--- src/rtl/core/dmc_pkg.sv ---
`timescale 1ns / 1ps

package dmc_pkg;

    // Default number of treatment modes
    localparam int NumModesDefault = 4;

    // Device states
    localparam logic [2:0] StOff   = 3'd0;
    localparam logic [2:0] StIdle  = 3'd1;
    localparam logic [2:0] StMsel  = 3'd2;
    localparam logic [2:0] StRun   = 3'd3;
    localparam logic [2:0] StPause = 3'd4;
    localparam logic [2:0] StChg   = 3'd5;
    localparam logic [2:0] StErr   = 3'd6;
    localparam logic [2:0] StShut  = 3'd7;

    // Event opcodes
    localparam logic [4:0] OpTick         = 5'd0;
    localparam logic [4:0] OpPowerShort   = 5'd1;
    localparam logic [4:0] OpPowerLong    = 5'd2;
    localparam logic [4:0] OpPowerVLong   = 5'd3;
    localparam logic [4:0] OpModeShort    = 5'd4;
    localparam logic [4:0] OpChgConnect   = 5'd5;
    localparam logic [4:0] OpChgDisconn   = 5'd6;
    localparam logic [4:0] OpChgComplete  = 5'd7;
    localparam logic [4:0] OpContactOn    = 5'd8;
    localparam logic [4:0] OpContactOff   = 5'd9;
    localparam logic [4:0] OpRemoteMode   = 5'd10;
    localparam logic [4:0] OpRemoteInt    = 5'd11;
    localparam logic [4:0] OpRemoteColor  = 5'd12;
    localparam logic [4:0] OpTempWarn     = 5'd13;
    localparam logic [4:0] OpTempCrit     = 5'd14;
    localparam logic [4:0] OpBattCrit     = 5'd15;
    localparam logic [4:0] OpBattLow      = 5'd16;
    localparam logic [4:0] OpAutoWarn     = 5'd17;
    localparam logic [4:0] OpAutoTimeout  = 5'd18;

    // Error kinds
    localparam logic [1:0] ErrNone     = 2'd0;
    localparam logic [1:0] ErrTempWarn = 2'd1;
    localparam logic [1:0] ErrTempCrit = 2'd2;
    localparam logic [1:0] ErrBattCrit = 2'd3;

    // Stimulator commands
    localparam logic [1:0] StimNone   = 2'd0;
    localparam logic [1:0] StimStop   = 2'd1;
    localparam logic [1:0] StimStart  = 2'd2;
    localparam logic [1:0] StimUpdate = 2'd3;

    // LED colour actions
    localparam logic [1:0] ColNone = 2'd0;
    localparam logic [1:0] ColMode = 2'd1;
    localparam logic [1:0] ColRgb  = 2'd2;

    // LED patterns
    localparam logic [3:0] PatNone      = 4'd0;
    localparam logic [3:0] PatBreathe   = 4'd1;
    localparam logic [3:0] PatFastBlink = 4'd2;
    localparam logic [3:0] PatSlowBlink = 4'd3;
    localparam logic [3:0] PatBlink100  = 4'd4;
    localparam logic [3:0] PatFadeOut   = 4'd5;
    localparam logic [3:0] PatOff       = 4'd6;
    localparam logic [3:0] PatBattery   = 4'd7;
    localparam logic [3:0] PatBright    = 4'd8;

    // Vibration patterns
    localparam logic [2:0] VibNone   = 3'd0;
    localparam logic [2:0] Vib200    = 3'd1;
    localparam logic [2:0] Vib100    = 3'd2;
    localparam logic [2:0] Vib50     = 3'd3;
    localparam logic [2:0] Vib200x3  = 3'd4;
    localparam logic [2:0] Vib150x2  = 3'd5;
    localparam logic [2:0] Vib100x2  = 3'd6;

    // Session actions
    localparam logic [1:0] SessNone  = 2'd0;
    localparam logic [1:0] SessStart = 2'd1;
    localparam logic [1:0] SessEnd   = 2'd2;
    localparam logic [1:0] SessShot  = 2'd3;

    // Configuration register indexes
    localparam logic [2:0] CfgIdleSleep   = 3'd0;
    localparam logic [2:0] CfgMselTimeout = 3'd1;
    localparam logic [2:0] CfgPauseTime   = 3'd2;
    localparam logic [2:0] CfgPauseResume = 3'd3;
    localparam logic [2:0] CfgFadeOut     = 3'd4;
    localparam logic [2:0] CfgTempDelay   = 3'd5;
    localparam logic [2:0] CfgTempTenths  = 3'd6;

    // Configuration reset values
    localparam logic [31:0]        RstIdleSleep   = 32'd180000;
    localparam logic [31:0]        RstMselTimeout = 32'd10000;
    localparam logic [31:0]        RstPauseTime   = 32'd10000;
    localparam logic [31:0]        RstPauseResume = 32'd3000;
    localparam logic [31:0]        RstFadeOut     = 32'd1000;
    localparam logic [31:0]        RstTempDelay   = 32'd30000;
    localparam logic signed [11:0] RstTempTenths  = 12'sd400;

    // Colours and intensity range
    localparam logic [23:0] RgbRed    = 24'hFF0000;
    localparam logic [23:0] RgbOrange = 24'hFF6400;
    localparam logic [2:0]  IntMin    = 3'd1;
    localparam logic [2:0]  IntMax    = 3'd5;

    // Brightness level for an intensity step: intensity times 51
    function automatic logic [7:0] level_of(input logic [2:0] lv);
        logic [10:0] prod;
        prod = 11'(lv) * 11'd51;
        return prod[7:0];
    endfunction

endpackage

--- src/rtl/core/device_mode_controller.sv ---
// Timing: a result is registered and appears in the cycle after its item is accepted.
// Throughput: one item per cycle; a single result register decouples the
// two sides, so a new item is taken whenever the result is empty or taken.
// Reset: synchronous, active low; clears the state, the session total and
// the output valid, and loads the configuration registers with defaults.
`timescale 1ns / 1ps

module device_mode_controller #(
    parameter int NUM_MODES = dmc_pkg::NumModesDefault
) (
    input  logic               i_clk,
    input  logic               i_rst_n,
    input  logic               i_in_valid,
    output logic               o_in_ready,
    input  logic [4:0]         i_opcode,
    input  logic [23:0]        i_data,
    input  logic [31:0]        i_now_ms,
    input  logic [6:0]         i_battery_percent,
    input  logic               i_temp_connected,
    input  logic signed [11:0] i_temperature_tenths,
    output logic               o_out_valid,
    input  logic               i_out_ready,
    output logic [2:0]         o_device_state,
    output logic [1:0]         o_mode,
    output logic [2:0]         o_intensity,
    output logic [1:0]         o_error_kind,
    output logic [1:0]         o_stim_command,
    output logic [1:0]         o_led_color_action,
    output logic [23:0]        o_led_rgb,
    output logic [3:0]         o_led_pattern,
    output logic [7:0]         o_led_level,
    output logic [2:0]         o_vibration_pattern,
    output logic [1:0]         o_session_action,
    output logic [31:0]        o_session_total_ms,
    input  logic               i_cfg_valid,
    output logic               o_cfg_ready,
    input  logic [2:0]         i_cfg_index,
    input  logic [31:0]        i_cfg_data
);

    import dmc_pkg::*;

    typedef struct packed {
        logic [1:0]  stim;
        logic [1:0]  cact;
        logic [23:0] rgb;
        logic [3:0]  pat;
        logic [7:0]  lvl;
        logic [2:0]  vib;
        logic [1:0]  sess;
    } t_cmd;

    localparam bit         ModeIsPow2 = ((NUM_MODES & (NUM_MODES - 1)) == 0);
    localparam logic [1:0] ModeLast   = 2'(NUM_MODES - 1);

    // Configuration registers
    logic [31:0]        r_idle_sleep;
    logic [31:0]        r_msel_timeout;
    logic [31:0]        r_pause_time;
    logic [31:0]        r_pause_resume;
    logic [31:0]        r_fade_out;
    logic [31:0]        r_temp_delay;
    logic signed [11:0] r_temp_tenths;

    // Controller state
    logic [2:0]  r_state,     n_state;
    logic [1:0]  r_mode,      n_mode;
    logic [2:0]  r_intensity, n_intensity;
    logic [1:0]  r_err,       n_err;
    logic [31:0] r_enter,     n_enter;
    logic [31:0] r_touch,     n_touch;
    logic [31:0] r_run_start, n_run_start;
    logic [31:0] r_total,     n_total;
    logic        r_sess_open, n_sess_open;

    // Result register
    logic        r_out_valid;
    logic [2:0]  r_out_state;
    logic [1:0]  r_out_mode;
    logic [2:0]  r_out_intensity;
    logic [1:0]  r_out_err;
    t_cmd        r_out_cmd;
    logic [31:0] r_out_total;

    logic        in_accept;
    t_cmd        cmd;
    logic        go_en;
    logic [2:0]  go_ns;
    logic [31:0] el_enter;
    logic [31:0] el_touch;
    logic [7:0]  remote_lv;
    logic [1:0]  data_mode;
    logic [1:0]  mode_next;
    logic [3:0]  grp_sum [4];
    logic [5:0]  dig_sum;
    logic [3:0]  fold_sum;
    logic [1:0]  mod3;

    assign in_accept  = i_in_valid && o_in_ready;
    assign o_in_ready = !r_out_valid || i_out_ready;
    assign o_cfg_ready = 1'b1;

    // Remainder of the payload by three: base-four digits summed, then folded
    always_comb begin
        for (int k = 0; k < 4; k++) begin
            grp_sum[k] = 4'(i_data[6*k +: 2]) + 4'(i_data[6*k+2 +: 2])
                       + 4'(i_data[6*k+4 +: 2]);
        end
        dig_sum  = 6'(grp_sum[0]) + 6'(grp_sum[1]) + 6'(grp_sum[2]) + 6'(grp_sum[3]);
        fold_sum = 4'(dig_sum[1:0]) + 4'(dig_sum[3:2]) + 4'(dig_sum[5:4]);
        if (fold_sum >= 4'd6) begin
            mod3 = 2'(fold_sum - 4'd6);
        end else if (fold_sum >= 4'd3) begin
            mod3 = 2'(fold_sum - 4'd3);
        end else begin
            mod3 = fold_sum[1:0];
        end
    end

    // Mode chosen by the payload, and the next mode in the cycle
    assign data_mode = ModeIsPow2 ? (i_data[1:0] & ModeLast) : mod3;
    assign mode_next = (r_mode == ModeLast) ? 2'd0 : r_mode + 2'd1;

    assign el_enter  = i_now_ms - r_enter;
    assign el_touch  = i_now_ms - r_touch;
    assign remote_lv = i_data[7:0];

    // Next state and commands for the item on the input
    always_comb begin
        n_state     = r_state;
        n_mode      = r_mode;
        n_intensity = r_intensity;
        n_err       = r_err;
        n_enter     = r_enter;
        n_touch     = r_touch;
        n_run_start = r_run_start;
        n_total     = r_total;
        n_sess_open = r_sess_open;
        cmd         = '0;
        go_en       = 1'b0;
        go_ns       = r_state;

        if (i_opcode == OpRemoteColor) begin
            cmd.cact = ColRgb;
            cmd.rgb  = i_data;
        end else if (i_opcode == OpTick) begin
            // Timeout checks
            case (r_state)
                StIdle: begin
                    if (el_touch >= r_idle_sleep) begin
                        go_en = 1'b1; go_ns = StShut;
                    end
                end
                StMsel: begin
                    if (el_touch >= r_msel_timeout) begin
                        go_en = 1'b1; go_ns = StIdle;
                    end
                end
                StPause: begin
                    if (el_enter >= r_pause_time) begin
                        go_en = 1'b1; go_ns = StIdle;
                    end
                end
                StShut: begin
                    if (el_enter >= r_fade_out) begin
                        go_en = 1'b1; go_ns = StOff;
                    end
                end
                StErr: begin
                    if (r_err == ErrTempWarn && el_enter >= r_temp_delay &&
                        (!i_temp_connected || i_temperature_tenths <= r_temp_tenths)) begin
                        n_err = ErrNone;
                        go_en = 1'b1; go_ns = StIdle;
                    end else if (r_err == ErrTempCrit || r_err == ErrBattCrit) begin
                        go_en = 1'b1; go_ns = StShut;
                    end
                end
                default: begin
                end
            endcase
        end else begin
            // Events
            case (r_state)
                StOff: begin
                    if (i_opcode == OpPowerLong) begin
                        go_en = 1'b1; go_ns = StIdle;
                    end else if (i_opcode == OpChgConnect) begin
                        go_en = 1'b1; go_ns = StChg;
                    end
                end
                StIdle: begin
                    if (i_opcode == OpModeShort) begin
                        n_touch = i_now_ms;
                        go_en = 1'b1; go_ns = StMsel;
                    end else if (i_opcode == OpRemoteMode) begin
                        n_mode   = data_mode;
                        n_touch  = i_now_ms;
                        cmd.cact = ColMode;
                        go_en = 1'b1; go_ns = StMsel;
                    end else if (i_opcode == OpPowerVLong) begin
                        go_en = 1'b1; go_ns = StShut;
                    end else if (i_opcode == OpChgConnect) begin
                        go_en = 1'b1; go_ns = StChg;
                    end
                end
                StMsel: begin
                    if (i_opcode == OpModeShort || i_opcode == OpRemoteMode) begin
                        n_mode   = (i_opcode == OpModeShort) ? mode_next : data_mode;
                        n_touch  = i_now_ms;
                        cmd.cact = ColMode;
                        cmd.vib  = Vib100;
                    end else if (i_opcode == OpPowerShort) begin
                        n_intensity = IntMin;
                        go_en = 1'b1; go_ns = StRun;
                    end else if (i_opcode == OpPowerVLong) begin
                        go_en = 1'b1; go_ns = StShut;
                    end
                end
                StRun: begin
                    if (i_opcode == OpModeShort ||
                        (i_opcode == OpRemoteInt && remote_lv >= 8'(IntMin) &&
                         remote_lv <= 8'(IntMax))) begin
                        // Intensity step or remote intensity
                        if (i_opcode == OpModeShort) begin
                            n_intensity = (r_intensity >= IntMax) ? IntMin
                                                                  : r_intensity + 3'd1;
                        end else begin
                            n_intensity = remote_lv[2:0];
                        end
                        n_touch  = i_now_ms;
                        cmd.stim = StimUpdate;
                        cmd.pat  = PatBright;
                        cmd.lvl  = level_of(n_intensity);
                        cmd.vib  = Vib50;
                        cmd.sess = SessShot;
                    end else if (i_opcode == OpContactOff) begin
                        go_en = 1'b1; go_ns = StPause;
                    end else if (i_opcode == OpChgConnect) begin
                        go_en = 1'b1; go_ns = StChg;
                    end else if (i_opcode == OpPowerVLong || i_opcode == OpAutoTimeout) begin
                        go_en = 1'b1; go_ns = StShut;
                    end else if (i_opcode == OpTempWarn || i_opcode == OpTempCrit ||
                                 i_opcode == OpBattCrit) begin
                        n_err = 2'(i_opcode - OpRemoteColor);
                        go_en = 1'b1; go_ns = StErr;
                    end else if (i_opcode == OpAutoWarn) begin
                        cmd.vib = Vib150x2;
                    end else if (i_opcode == OpBattLow) begin
                        cmd.cact = ColRgb;
                        cmd.rgb  = RgbOrange;
                        cmd.pat  = PatSlowBlink;
                        cmd.vib  = Vib100x2;
                    end
                end
                StPause: begin
                    if (i_opcode == OpContactOn) begin
                        go_en = 1'b1;
                        go_ns = (el_enter < r_pause_resume) ? StRun : StIdle;
                    end else if (i_opcode == OpPowerShort) begin
                        go_en = 1'b1; go_ns = StIdle;
                    end else if (i_opcode == OpPowerVLong) begin
                        go_en = 1'b1; go_ns = StShut;
                    end
                end
                StChg: begin
                    if (i_opcode == OpChgDisconn || i_opcode == OpChgComplete) begin
                        go_en = 1'b1; go_ns = StIdle;
                    end
                end
                StErr: begin
                    if (i_opcode == OpPowerVLong) begin
                        go_en = 1'b1; go_ns = StShut;
                    end
                end
                default: begin
                end
            endcase
        end

        // State transition: exit actions of the old state, entry of the new
        if (go_en && go_ns != r_state) begin
            if (r_state == StRun) begin
                n_total = r_total + (i_now_ms - r_run_start);
                if (go_ns != StPause) begin
                    n_sess_open = 1'b0;
                    cmd.sess    = SessEnd;
                end
                cmd.stim = StimStop;
            end else if (r_state == StPause) begin
                if (go_ns != StRun && r_sess_open) begin
                    n_sess_open = 1'b0;
                    cmd.sess    = SessEnd;
                end
            end
            n_state = go_ns;
            n_enter = i_now_ms;
            case (go_ns)
                StIdle: begin
                    n_touch  = i_now_ms;
                    cmd.cact = ColMode;
                    cmd.pat  = PatBreathe;
                    if (r_state == StOff) begin
                        cmd.vib = Vib200;
                    end
                end
                StMsel: begin
                    cmd.cact = ColMode;
                    cmd.pat  = PatFastBlink;
                    cmd.vib  = Vib100;
                end
                StRun: begin
                    n_run_start = i_now_ms;
                    if (!n_sess_open) begin
                        n_sess_open = 1'b1;
                        cmd.sess    = SessStart;
                    end
                    cmd.stim = StimStart;
                    cmd.cact = ColMode;
                    cmd.pat  = PatBright;
                    cmd.lvl  = level_of(n_intensity);
                end
                StPause: begin
                    cmd.stim = StimStop;
                    cmd.pat  = PatSlowBlink;
                end
                StChg: begin
                    cmd.stim = StimStop;
                    cmd.pat  = PatBattery;
                end
                StErr: begin
                    cmd.stim = StimStop;
                    cmd.cact = ColRgb;
                    cmd.rgb  = RgbRed;
                    cmd.pat  = PatBlink100;
                    cmd.vib  = Vib200x3;
                end
                StShut: begin
                    cmd.stim = StimStop;
                    cmd.pat  = PatFadeOut;
                    cmd.vib  = Vib100;
                end
                default: begin
                    cmd.pat = PatOff;
                end
            endcase
        end

        // Level and colour fields only carry meaning for their own codes
        if (cmd.pat == PatBattery) begin
            cmd.lvl = 8'(i_battery_percent);
        end else if (cmd.pat != PatBright) begin
            cmd.lvl = '0;
        end
        if (cmd.cact != ColRgb) begin
            cmd.rgb = '0;
        end
    end

    // Configuration writes
    always_ff @(posedge i_clk) begin
        if (!i_rst_n) begin
            r_idle_sleep   <= RstIdleSleep;
            r_msel_timeout <= RstMselTimeout;
            r_pause_time   <= RstPauseTime;
            r_pause_resume <= RstPauseResume;
            r_fade_out     <= RstFadeOut;
            r_temp_delay   <= RstTempDelay;
            r_temp_tenths  <= RstTempTenths;
        end else if (i_cfg_valid && o_cfg_ready) begin
            case (i_cfg_index)
                CfgIdleSleep:   r_idle_sleep   <= i_cfg_data;
                CfgMselTimeout: r_msel_timeout <= i_cfg_data;
                CfgPauseTime:   r_pause_time   <= i_cfg_data;
                CfgPauseResume: r_pause_resume <= i_cfg_data;
                CfgFadeOut:     r_fade_out     <= i_cfg_data;
                CfgTempDelay:   r_temp_delay   <= i_cfg_data;
                CfgTempTenths:  r_temp_tenths  <= i_cfg_data[11:0];
                default: begin
                end
            endcase
        end
    end

    // Controller state update on each accepted item
    always_ff @(posedge i_clk) begin
        if (!i_rst_n) begin
            r_state     <= StOff;
            r_mode      <= 2'd0;
            r_intensity <= IntMin;
            r_err       <= ErrNone;
            r_enter     <= '0;
            r_touch     <= '0;
            r_run_start <= '0;
            r_total     <= '0;
            r_sess_open <= 1'b0;
        end else if (in_accept) begin
            r_state     <= n_state;
            r_mode      <= n_mode;
            r_intensity <= n_intensity;
            r_err       <= n_err;
            r_enter     <= n_enter;
            r_touch     <= n_touch;
            r_run_start <= n_run_start;
            r_total     <= n_total;
            r_sess_open <= n_sess_open;
        end
    end

    // Result register valid
    always_ff @(posedge i_clk) begin
        if (!i_rst_n) begin
            r_out_valid <= 1'b0;
        end else if (in_accept) begin
            r_out_valid <= 1'b1;
        end else if (i_out_ready) begin
            r_out_valid <= 1'b0;
        end
    end

    // Result register payload
    always_ff @(posedge i_clk) begin
        if (in_accept) begin
            r_out_state     <= n_state;
            r_out_mode      <= n_mode;
            r_out_intensity <= n_intensity;
            r_out_err       <= n_err;
            r_out_cmd       <= cmd;
            r_out_total     <= n_total;
        end
    end

    assign o_out_valid         = r_out_valid;
    assign o_device_state      = r_out_state;
    assign o_mode              = r_out_mode;
    assign o_intensity         = r_out_intensity;
    assign o_error_kind        = r_out_err;
    assign o_stim_command      = r_out_cmd.stim;
    assign o_led_color_action  = r_out_cmd.cact;
    assign o_led_rgb           = r_out_cmd.rgb;
    assign o_led_pattern       = r_out_cmd.pat;
    assign o_led_level         = r_out_cmd.lvl;
    assign o_vibration_pattern = r_out_cmd.vib;
    assign o_session_action    = r_out_cmd.sess;
    assign o_session_total_ms  = r_out_total;

endmodule

--- config.mk ---
export PLATFORM = sky130hd
export DESIGN_NAME = device_mode_controller
export DESIGN_NICKNAME = d
export VERILOG_FILES = /design/src/rtl/core/dmc_pkg.sv /design/src/rtl/core/device_mode_controller.sv
export SDC_FILE = /design/constraint.sdc
export NUM_CORES = 1
export LEC_CHECK = 0
export BUFFER_PORTS_ARGS = -buffer_cell sky130_fd_sc_hd__buf_2
export CAP_MARGIN = 20
export CORE_UTILIZATION = 66
export CTS_BUF_LIST = sky130_fd_sc_hd__clkbuf_4 sky130_fd_sc_hd__clkbuf_8 sky130_fd_sc_hd__clkbuf_16
export CTS_CLUSTER_DIAMETER = 50
export CTS_CLUSTER_SIZE = 12
export DETAILED_ROUTE_END_ITERATION = 12
export PLACE_DENSITY = 0.86
export SLEW_MARGIN = 20
export SYNTH_ARGS = -nofsm -noshare
export SYNTH_HDL_FRONTEND = slang
export SYNTH_SLANG_ARGS = --single-unit
--- constraint.sdc ---
create_clock -name i_clk -period 11.37 [get_ports i_clk]
set_input_delay 1.7055 -clock i_clk [delete_from_list [all_inputs] [get_ports i_clk]]
set_output_delay 1.7055 -clock i_clk [all_outputs]
set_load 0.02 [all_outputs]
==> metrics.yaml <==
pwr:
  p_comb_share_pct: 18.8
  power_switching_mw: 1.15
  irDropWorstVdd_mv: 0.112
  p_per_area_nw_per_um2: 127
  clkPwrFrac_pct: 40.7
  power_frac_seq_pct: 40.5
  cellLeakagePower_nw: 12.9
  internal_power_mw: 2.83
  switching_share_pct: 28.8
sta:
  drv_slew: 0
  worstMarginPinSlew_ns: 1.10
  hold_viol: 0
  fin_crit_sh_pct: 75.3
  fin_skew_ns: 0.0145
  setup_viol: 0
  tns_ns: 0
  rsz0062_at_grt: "false"
  setup_slack_ns: 2.81
  fin_crit_ns: 8.56
  slew_headroom_pct: 26.3
  max_freq_mhz: 117
cts:
  cts.sink_count: 431
  h-tree-depth: 2
  cts_tree: "done"
  cts_hold_buf: 0
  cts_post_setup_buffers_inserted: 0
  insertion_delay_ns: 0.59
  cts-root-buf: "clkbuf_16"
  path_clk_slew_ns: 0.06
  cts_resized: 0
  ctsLongestPathBuffers: 3
  numCtsBuffers: 50
critical_path:
  cp-end-kind: "register"
  crit_path_max_incr_delay_ns: 0.69
  crit_path_max_fanout: 39
  cp_slowest_cell: "or2_2"
  worst_ep_required_time_ns: 11.86
  crit_type: "input port to register"
  crit_arrival_ns: 9.05
  startpoint_type: "input port"
drt:
  drt_wl_total_mm: 72.1
  viasPerCell: 6.01
  first_pass_iters: 6
  dr_total_vias: 25300
  drcViolationCount: 0
  antenna_left: 0
  wire_per_inst_um: 17.1
  drt_iter0_drc: 2233
synthesis:
  synthMuxAreaShare_pct: 2.65
  synth_compound_area_share_pct: 18.8
  synthTopCellsByArea: "dfxtp_1 24%, ha_1 14%, edfxtp_1 9.2%"
  synth-edff-count: 87
  synth_ff_type: "dfxtp_1"
  synth_top_cells_by_count: "630 x nand2_1, 433 x inv_1, 344 x dfxtp_1, 325 x a21oi_1, 312 x ha_1"
  syn_inst: 3503
  synth_top_area_share_pct: 24.4
  synth_warnings: 0
  avgSynthCellArea_um2: 8.07
  synth_top_family_by_area: "compound AO/OA/AOI/OAI gates"
  synthesis.nets: 3969
  synth_top_cell_by_area: "dfxtp_1"
  synth.distinct_cells: 92
  synth_fa_ha_area_share_pct: 16.2
  synth_most_common_cell: "nand2_1"
  synth_xor_area_share_pct: 2.85
  netlist_area_um2: 28300
  async_flop_share_pct: 0
  seq_area_frac_synth_pct: 33.6
  ys_ff_latch: 431
  synthSimpleGateAreaFrac_pct: 18.0
worst_hold_path:
  min_path_type: "register to register"
run:
  drv_cap: 0
global_routing:
  track_usage_pct: 32.6
  grt_max_degree: 96
  grt_pass1_vias: 24000
  grt_pass1_wl_mm: 117
  antenna_found_initial: 7
  grt-ovfl-total: 0
die:
  dieArea_um2: 43700
  floorplan.initialDensity_pct: 67.1
  rows: 75
  die_y_um: 209
  pin_count: 211
  design.core.area_um2: 42100
  die_w_um: 209
placement:
  place.gp.congestion: 0.977
  port_buffers: 209
  pre_cts_slack_ns: 2.43
  dp_hpwl_mm: 51.9
finish:
  nets: 4100
  drive_above_1_share_pct: 9.84
  syn_to_final_growth_pct: 10.4
outcome:
  status: "completed"
-- critical path, delay by kind of cell --
kind                     cells  cell delay, ns
AO/OA/AOI/OAI               10            2.83
AND/OR/NAND/NOR              8            2.55
adder cells (fa/ha/maj)      3            0.87
buffers and inverters        4            0.75
multiplexers                 1            0.30
-- power by group through the flow --
stage          sequential, mW  clock (mW)  combinational, mW
3_5_place_dp             1.64           0              0.727
4_1_cts                  1.61        1.64              0.738
6_report                 1.61        1.62              0.748
2_1_floorplan            1.67           0              0.499
3_3_place_gp             1.64           0              0.708
5_1_grt                  1.61        1.69              0.835
-- stage by stage --
step	cells	cell area, um2	utilization, %	total power, mW	hold slack (ns)
2_1_floorplan	3503	28300	-	2.16	0.434
3_3_place_gp	4121	29600	70.2	2.35	0.442
3_5_place_dp	4121	29600	70.2	2.37	0.446
4_1_cts	4206	31200	74.1	3.99	0.454
5_1_grt	4206	31200	74.1	4.14	0.465
6_report	4207	31200	74.1	3.98	0.453
-- logic make-up after synthesis --
| group | count (synthesis) |
|---|---|
| AOI/OAI and AO/OA | 831 |
| DFF | 431 |
| buffers and inverters | 583 |
| and+or+nand+nor | 1145 |
| other | 1 |
| muxes | 74 |
| adders and majority gates | 346 |
| xor gates and xnor gates | 92 |
-- placed cells by master (no fill, tap or decap), types with 67 or more instances in the layout --
cell      Yosys  routed
ha_1        312     312
inv_1       433     433
nand2_1     630     629
a21oi_1     325     325
nor2_1      202     198
dfxtp_1     344     344
mux2i_1      67      67
buf_2        12     208
nand4_1      70      70
edfxtp_1     87      87
o21ai_0     125     125
-- path summary, 6_finish.rpt --
path,from,to,slack [ns],cells past startpoint
setup / recovery,i_now_ms[0],r_run_start[10]$_SDFFE_PN0P_,2.81,26
hold / removal,r_temp_tenths[11]$_SDFFE_PN0P_,r_temp_tenths[11]$_SDFFE_PN0P_,0.45,2
setup reg to reg,r_enter[0]$_SDFFE_PN0P_,r_run_start[10]$_SDFFE_PN0P_,3.80,24
hold reg to reg,r_temp_tenths[11]$_SDFFE_PN0P_,r_temp_tenths[11]$_SDFFE_PN0P_,0.45,2
-- routing by layer --
metal  share of wire [%]  global-route usage, %  up-vias  wire length (um)
li1                    -                      -    12300                 -
met1                  41                   39.6    11800             29600
met2                  49                   57.4      901             35500
met3                 5.9                   4.60      219              4270
met4                 3.7                   14.0       14              2630
met5                0.12                      0        -                84
-- cell type report --
type | count | area (um2)
well taps | 539 | 674
inverters | 437 | 1650
diodes | 1 | 2.50
repair buffers | 225 | 1170
multi-input cells | 2489 | 16600
clock buffers | 65 | 1430
flip-flops and latches | 431 | 9500
fillers | 3213 | 10900
clock inverters | 20 | 213
-- flip-flops by register name, indices dropped and copies added (netlist names), 3 cells and up --
signal               count
r_temp_delay            32
r_total                 32
o_led_rgb               24
o_session_total_ms      32
r_msel_timeout          32
r_temp_tenths           12
r_intensity              3
o_vibration_pattern      3
r_pause_time            32
o_led_pattern            4
o_intensity              3
r_state                  3
r_pause_resume          32
r_touch                 32
o_led_level              8
r_fade_out              32
o_device_state           3
r_run_start             32
r_enter                 32
r_idle_sleep            32
Note: power is estimated with default switching activity, not from simulation.
